`src/design/btb_pkg.sv`:
```
// Shared constants and types for the BTB / bimodal branch predictor.
// No dependencies.
package btb_pkg;
   localparam int unsigned BtbSetsDefault    = 64;
   localparam int unsigned BtbWaysDefault    = 4;
   localparam int unsigned BhtEntriesDefault = 1024;
   localparam int unsigned InstBytesDefault  = 4;
   localparam int unsigned PcWidth           = 64;
   localparam int unsigned SlotWidth         = 4;
   localparam int unsigned FwWidth           = 5;
   localparam logic [FwWidth-1:0] FetchWidthReset = 5'd8;
   localparam logic [1:0] CtrReset = 2'd1;
   localparam logic [1:0] CtrMax   = 2'd3;

   typedef enum logic [1:0] {
      ST_IDLE,
      ST_LOOKUP,
      ST_CLEAR
   } state_type;

   typedef enum logic {
      ACT_PREDICT = 1'b0,
      ACT_UPDATE  = 1'b1
   } action_type;
endpackage

```
`src/design/btb_way_table.sv`:
```
// BTB set memory: one row per set holding valid, tag, slot and target for each way plus the LRU order.
// Depends on btb_pkg.
module btb_way_table #(
   parameter int unsigned BTB_SETS = btb_pkg::BtbSetsDefault,
   parameter int unsigned ROW_BITS = 8
) (
   input  logic                                           clock,
   input  logic                                           rd_en,
   input  logic [(BTB_SETS > 1 ? $clog2(BTB_SETS) : 1)-1:0] rd_addr,
   output logic [ROW_BITS-1:0]                            rd_data,
   input  logic                                           wr_en,
   input  logic [(BTB_SETS > 1 ? $clog2(BTB_SETS) : 1)-1:0] wr_addr,
   input  logic [ROW_BITS-1:0]                            wr_data
);
   import btb_pkg::*;

   logic [ROW_BITS-1:0] mem [BTB_SETS];

   always_ff @(posedge clock) begin
      if (wr_en) begin
         mem[wr_addr] <= wr_data;
      end
      if (rd_en) begin
         rd_data <= mem[rd_addr];
      end
   end
endmodule

```
`config.mk`:
```
export PLATFORM = sky130hd
export DESIGN_NAME = btb_way_table
export DESIGN_NICKNAME = d
export VERILOG_FILES = /design/src/design/btb_pkg.sv /design/src/design/btb_way_table.sv
export SDC_FILE = /design/constraint.sdc
export NUM_CORES = 1
export LEC_CHECK = 0
export BUFFER_PORTS_ARGS = -buffer_cell sky130_fd_sc_hd__buf_4
export CAP_MARGIN = 5
export CORE_AREA = 2 2 244 246
export DETAILED_ROUTE_END_ITERATION = 10
export DIE_AREA = 0 0 246 248
export GPL_TIMING_DRIVEN = 0
export PLACE_DENSITY = 0.58
export SLEW_MARGIN = 20
export SYNTH_ARGS = -nofsm -noshare
export SYNTH_HDL_FRONTEND = slang
export SYNTH_SLANG_ARGS = --single-unit
```
`constraint.sdc`:
```
create_clock -name clock -period 5.9 [get_ports clock]
set_clock_uncertainty 0.1 [all_clocks]
set_input_delay 0.885 -clock clock [delete_from_list [all_inputs] [get_ports clock]]
set_output_delay 0.885 -clock clock [all_outputs]
set_load 0.01 [all_outputs]
```
## After elaboration in Yosys (flattened, before gate mapping)

Memories as Yosys holds them, arrays and structs flattened. A register that Yosys moved wholly into a read port is not among the register bits.
Index checks and enable logic that the tools add are counted.
Widths: inputs -> output; s select.

- Flip-flop bits (word level): 0
- Bits in latches: 0
- Bits in writable memories: 512
- ROM bits: 0
- Input port bits: 23
- Output and inout bits: 8
- Word-level logic and storage cells: 3
- Memories: 1

- Add/subtract/negate cells: 0
- Multipliers: 0
- Div/mod/pow operators: 0
- $lt $le $gt $ge: 0
- Equality and inequality tests: 0
- Shift-type cells: 0
- Muxes and demuxes: 2
- Bitwise logic cells: 0
- Reductions and logical operators: 0

Memory list:

| memory | words | width | read ports | clocked after Yosys merged registers in | wr ports | line | RTL |
|---|---|---|---|---|---|---|---|
| mem | 64 | 8 | 1 | 1 | 1 | btb_way_table.sv:17 | `logic [ROW_BITS-1:0] mem [BTB_SETS];` |

Operator list:

| cell | number |
|---|---|
| $mux 1 | 2 |

## Depth between registers and ports, before layout

Gate-level depths: netlist (run 1).

- Depth after elaboration: 2
- Mapped depth: 9
- Mapped depth without buffers: 5

## Worst setup path after synthesis (run 1)

No wires, ideal clock.

- Path kind: input port to flip-flop
- Start point: input rd_addr[1] (netlist name)
- End point: register rd_data[3], read port of mem (data pin)
- Library setup time: 0.266 ns
- Arrival: 2.425 ns
- Data required time: 5.534 ns
- Setup slack: 3.109 ns
- Stages: 7
- Buffers on the path: 3
- Cell sequence: buf_4 buf_2 buf_2 mux4_2 mux4_2 o21ai_1 o41ai_1

RTL lines:

| item | line | RTL |
|---|---|---|
| from (decl) | btb_way_table.sv:9 | `input logic [(BTB_SETS > 1 ? $clog2(BTB_SETS) : 1)-1:0] rd_addr,` |
| to (decl) | btb_way_table.sv:10 | `output logic [ROW_BITS-1:0] rd_data,` |

==> qor.yml, run 1 <==
status: "finished clean"
layout_common_cells: "edfxtp_1 (520), mux4_2 (126), nor2_1 (83)"
final.setup.tns_ns: 0
antenna_found_initial: 2
port_buffers: 22
grt_pass1_vias: 10100
seq_area_frac_synth_pct: 77.1
leakage_nw: 7.00
cts_resized: 0
cp.required_ns: 6.09
critPathMaxStageDelay_ns: 0.69
clkLatencyLatePin_ns: 0.61
worst_pin_slew_ns: 1.10
async_reset_ff_share_pct: 0
whs_ns: 0.462
routed_wl_mm: 49.3
finalSetupViolCount: 0
die_w_um: 246
grt_util_met3_pct: 3.07
core_area_um2: 58500
remaining_drc_errors: 0
fin_crit_sh_pct: 58.5
initialDrtViolationCount: 879
dieArea_um2: 61000
slowest_stage: "clkbuf_1"
synth_cell_types: 39
met1_usage_pct: 23.1
power_density_nw_per_um2: 332
nets: 1036
area_delta_synth_final_pct: 13.3
synth_cells: 940
die_h_um: 248
path_clk_slew_ns: 0.06
syn_area_um2: 20200
gp_congestion: 0.904
use_met2_pct: 26.1
peakVddDrop_uv: 211
htree_levels: 2
grt.overflow.total: 0
antenna_left: 0
final_common_cell: "edfxtp_1"
vias_per_cell: 5.32
clock.fmax_mhz: 290
fin_crit_ns: 3.45
dp_hpwl_mm: 31.4
fillers: 5184
crit_top_cell: "buf_2"
crit_path_start_kind: "input port"
synth_top_flop_cell: "edfxtp_1"
multi_input_area_um2: 4330
cts-root-buf: "clkbuf_16"
area.sequential_um2: 15600
start_util_pct: 34.6
cp_max_fo: 10
vias: 9695
critical_path_arrival_ns: 3.64
drt_pass1_iterations: 5
syn_nets: 963
finalMaxSlewViolations: 0
syn_avg_cell_area_um2: 21.5
io_pins: 31
grt-busiest-layer: "met2"
grtUsageTotal_pct: 16.5
grt_max_degree: 65
cap_violations: 0
rows: 89
rsz0062_at_grt: "false"
cts_hold_buf: 0
end_kind: "flop"
slew-limit-headroom_pct: 26.4
synth_edf_count: 520
cts_setup_buffers: 0
synth-seq-cells: 520
cts_tree: "done"
ys_warn_count: 0
clockBufferDepth: 3
wl_per_cell_um: 27.0
clock_sinks: 520
hold_class: "input port to flop"
drive_above_1_share_pct: 24.8
grt_pass1_wl_mm: 71.4
finalHoldViolCount: 0
crit_chain: "buf_2, buf_4, clkbuf_1, buf_2, o221ai_1, o21a_1, o41ai_1"
numCtsBuffers: 49
critPathKind: "input port to flop"
==> worst paths after layout <==
check | from | endpoint | slack (ns) | cells after the start
worst max-delay path | rd_addr[2] | rd_data[3] | 2.45 | 7
worst min-delay path | rd_en | rd_data[5] | 0.46 | 1
worst max register to register | mem[16][4] | rd_data[4] | 3.49 | 5
worst min register to register | mem[6][7] | rd_data[7] | 0.99 | 4
==> logic make-up after synthesis <==
logic type	synth area share [%]
flops	77.1
mux	15.9
simple gates	3.37
compound gates	2.06
buf+inv	1.56
==> power breakdown <==
part	internal, W	total [W]	switching, W
Combinational	0.000148	0.000413	0.000265
Clock	0.00174	0.00309	0.00135
Sequential	0.00410	0.00410	0.00000632
==> metrics by stage <==
step / util (%) / cell area, um^2 / total power (W) / setup WS [ns] / instances
finish: 39.2 / 22900 / 0.00761 / 2.45 / 1824
global route: 39.2 / 22900 / 0.00782 / 2.28 / 1823
CTS: 39.2 / 22900 / 0.00766 / 2.48 / 1823
detailed placement: 36.6 / 21400 / 0.00460 / 1.84 / 1735
global placement: 36.6 / 21400 / 0.00459 / 1.82 / 1735
floorplan: - / 20200 / 0.00440 / 3.11 / 940
==> metal layers <==
| metal | vias to the layer above | wire length (um) | share of wire (%) |
|---|---|---|---|
| li1 | 4085 | - | - |
| met5 | - | 10 | 0.020 |
| met3 | 81 | 3070 | 6.2 |
| met4 | 2 | 1270 | 2.6 |
| met2 | 340 | 23300 | 47 |
| met1 | 5187 | 21700 | 44 |
==> critical path: cells and delay by family <==
kind | cells | cell delay, ns
buffers and inverters | 4 | 1.68
AO/OA/AOI/OAI | 3 | 1.04
==> sequential cells by signal (all words and copies together), names as in the netlist <==
name / flops
mem: 512
rd_data: 8
==> synthesized netlist by cell type (all sizes together), types with 6 or more instances <==
cell type,instances,area share (%)
edfxtp,520,77
mux4,126,14
nor2,83,1.5
buf,34,1.2
mux2i,23,1.1
nand2,19,0.35
clkbuf,17,0.32
nor2b,14,0.43
mux2,13,0.72
nand3,13,0.32
o221ai,8,0.35
o22ai,8,0.25
nand2b,7,0.22
nor3,7,0.17
a221oi,6,0.26
==> final cells by class <==
cell class                 instances  share of cell area, %
sequential                       520                   68.1
multi-input combinational        369                   18.9
clock buffer                      57                   5.48
tap                              773                   4.22
buffer                            51                   1.38
clock inverter                    31                   1.27
timing repair buffer              22                  0.720
antenna                            1                 0.0109
(Power assumes the default switching activity.)
==> run 2, diff against run 1 <==
--- a/config.mk
+++ b/config.mk
@@ -11,7 +11,7 @@
 export DETAILED_ROUTE_END_ITERATION = 10
 export DIE_AREA = 0 0 246 248
 export GPL_TIMING_DRIVEN = 0
-export PLACE_DENSITY = 0.58
+export PLACE_DENSITY = 0.6
 export SLEW_MARGIN = 20
 export SYNTH_ARGS = -nofsm -noshare
 export SYNTH_HDL_FRONTEND = slang
==> constraint.sdc (replaced) <==
create_clock -name clock -period 2.8 [get_ports clock]
set_clock_uncertainty 0.1 [all_clocks]
set_input_delay 0.42 -clock clock [delete_from_list [all_inputs] [get_ports clock]]
set_output_delay 0.42 -clock clock [all_outputs]
set_load 0.01 [all_outputs]
==> run 2 against run 1 <==
  * Setup slack worse by 2.3 ns
  * Power is 110% higher
  * Critical path depth is 2 higher
  * Die area stayed put
==> qor.yml, run 2 (synthesis gave the netlist of run 1 again) <==
clkLatencyLatePin_ns: 0.58  # -0.03 ns
drt_pass1_iterations: 5  # unchanged
final.setup.tns_ns: 0  # unchanged
final_common_cell: "edfxtp_1"
layout_common_cells: "edfxtp_1 (520), mux4_2 (126), nor2_1 (83)"
setup_ws_ns: 0.147  # -2.30 ns
pre_cts_ws_ns: -0.782  # -2.62 ns
critical_path_arrival_ns: 2.84  # -0.80 ns
finalSetupViolCount: 0  # unchanged
dpl_cell_area_um2: 21400  # unchanged
fin_crit_ns: 2.65
cts_tree: "done"
dieArea_um2: 61000  # unchanged
io_pins: 31  # unchanged
diodes: 0  # -1
core_area_um2: 58500  # unchanged
final_util_pct: 39.3  # about the same
reg_top3: "mem x512, rd_data x8"
design_area_um2: 23000  # about the same
wl_per_cell_um: 26.5  # -2.1%
largest_register: "mem"
use_met2_pct: 25.5  # -0.54 points
grt_pass1_vias: 9760  # -3.4%
remaining_drc_errors: 0  # unchanged
antenna_found_initial: 1  # -1
finalMaxSlewViolations: 0  # unchanged
drive_above_1_share_pct: 25.5  # +0.72 points
slew-limit-headroom_pct: 27.8  # +1.4 points
end_kind: "flop"
met1_usage_pct: 22.3  # -0.81 points
port_buffers: 22  # unchanged
critPathKind: "input port to flop"
cp.required_ns: 2.99  # -3.10 ns
cts-root-buf: "clkbuf_16"
fin_crit_sh_pct: 94.8
cts_setup_buffers: 0  # unchanged
r2r_slack_ns: 0.41  # -3.08 ns
rsz0062_at_grt: "false"
status: "finished clean"
grt.overflow.total: 0  # unchanged
largest_reg_flops: 512  # unchanged
area_delta_synth_final_pct: 13.4  # about the same
peakVddDrop_uv: 433  # +110%
die_w_um: 246  # unchanged
leakage_nw: 7.02  # +0.22%
grt-busiest-layer: "met2"
clock.fmax_mhz: 377
gp_congestion: 0.913  # +1.0%
cp_max_fo: 10  # unchanged
nets: 1035  # -0.097%
htree_levels: 2  # unchanged
rows: 89  # unchanged
dp_hpwl_mm: 30.7  # -2.3%
worst_pin_slew_ns: 1.08  # -0.0251 ns
cts_hold_buf: 0  # unchanged
cts_resized: 3  # +3
initialDrtViolationCount: 1274  # +45%
total_power_w: 0.0160  # +110%
routed_wl_mm: 48.1  # -2.5%
vias: 9661  # -0.35%
vias_per_cell: 5.32  # about the same
start_util_pct: 34.6  # unchanged
finalHoldViolCount: 0  # unchanged
path_clk_slew_ns: 0.06  # about the same
grtUsageTotal_pct: 16.0  # -0.52 points
cap_violations: 0  # unchanged
grt_max_degree: 65  # unchanged
clock_sinks: 520  # unchanged
hold_class: "input port to flop"
die_h_um: 248  # unchanged
power_density_nw_per_um2: 697  # +110%
antenna_left: 0  # unchanged
grt_util_met3_pct: 3.24  # +0.17 points
crit_path_start_kind: "input port"
numCtsBuffers: 49  # unchanged
grt_pass1_wl_mm: 69.3  # -2.9%
clockBufferDepth: 3  # unchanged
## run 2: layer usage
layer / part of all wire (%) / vias up
li1: - / 4072
met1: 42 / 5105
met2: 47 / 411
met3: 8.5 / 71
met4: 2.7 / 2
met5: 0.017 / -
## run 2: critical path, stage by stage
cell      delay [ns]
buf_4           0.21
clkbuf_4        0.37
buf_4           0.31
buf_2           0.39
mux4_2          0.38
mux2i_1         0.35
a21oi_1         0.13
o21ai_1         0.12
o41ai_2         0.14
## run 2: metrics by stage
step / hold WS (ns) / std cells
after floorplan: 0.419 / 940
after global placement: 0.596 / 1735
after detailed placement: 0.598 / 1735
after CTS: 0.0105 / 1818
after global routing: 0.0219 / 1817
final: 0.0232 / 1817
## run 2: layout make-up
type	instances	area [um^2]
buffer	50	324
clock buffer	53	1240
clock inverter	30	298
fill	5172	35500
multi-input combinational	369	4350
sequential	520	15600
tap	773	967
timing repair buffer	22	165
## run 2: where the power goes
group          leakage [nW]  switching (W)  internal (W)  total, W
Clock                 0.755        0.00276       0.00373   0.00649
Combinational          1.58       0.000557      0.000315  0.000872
Sequential             4.69      0.0000131       0.00863   0.00865
## run 2: final timing paths
kind               from         end  depth (start not counted)
max          rd_addr[1]  rd_data[5]                          9
max reg2reg  mem[17][4]  rd_data[4]                          5
min               rd_en  rd_data[7]                          1
min reg2reg  mem[57][5]  rd_data[5]                          5
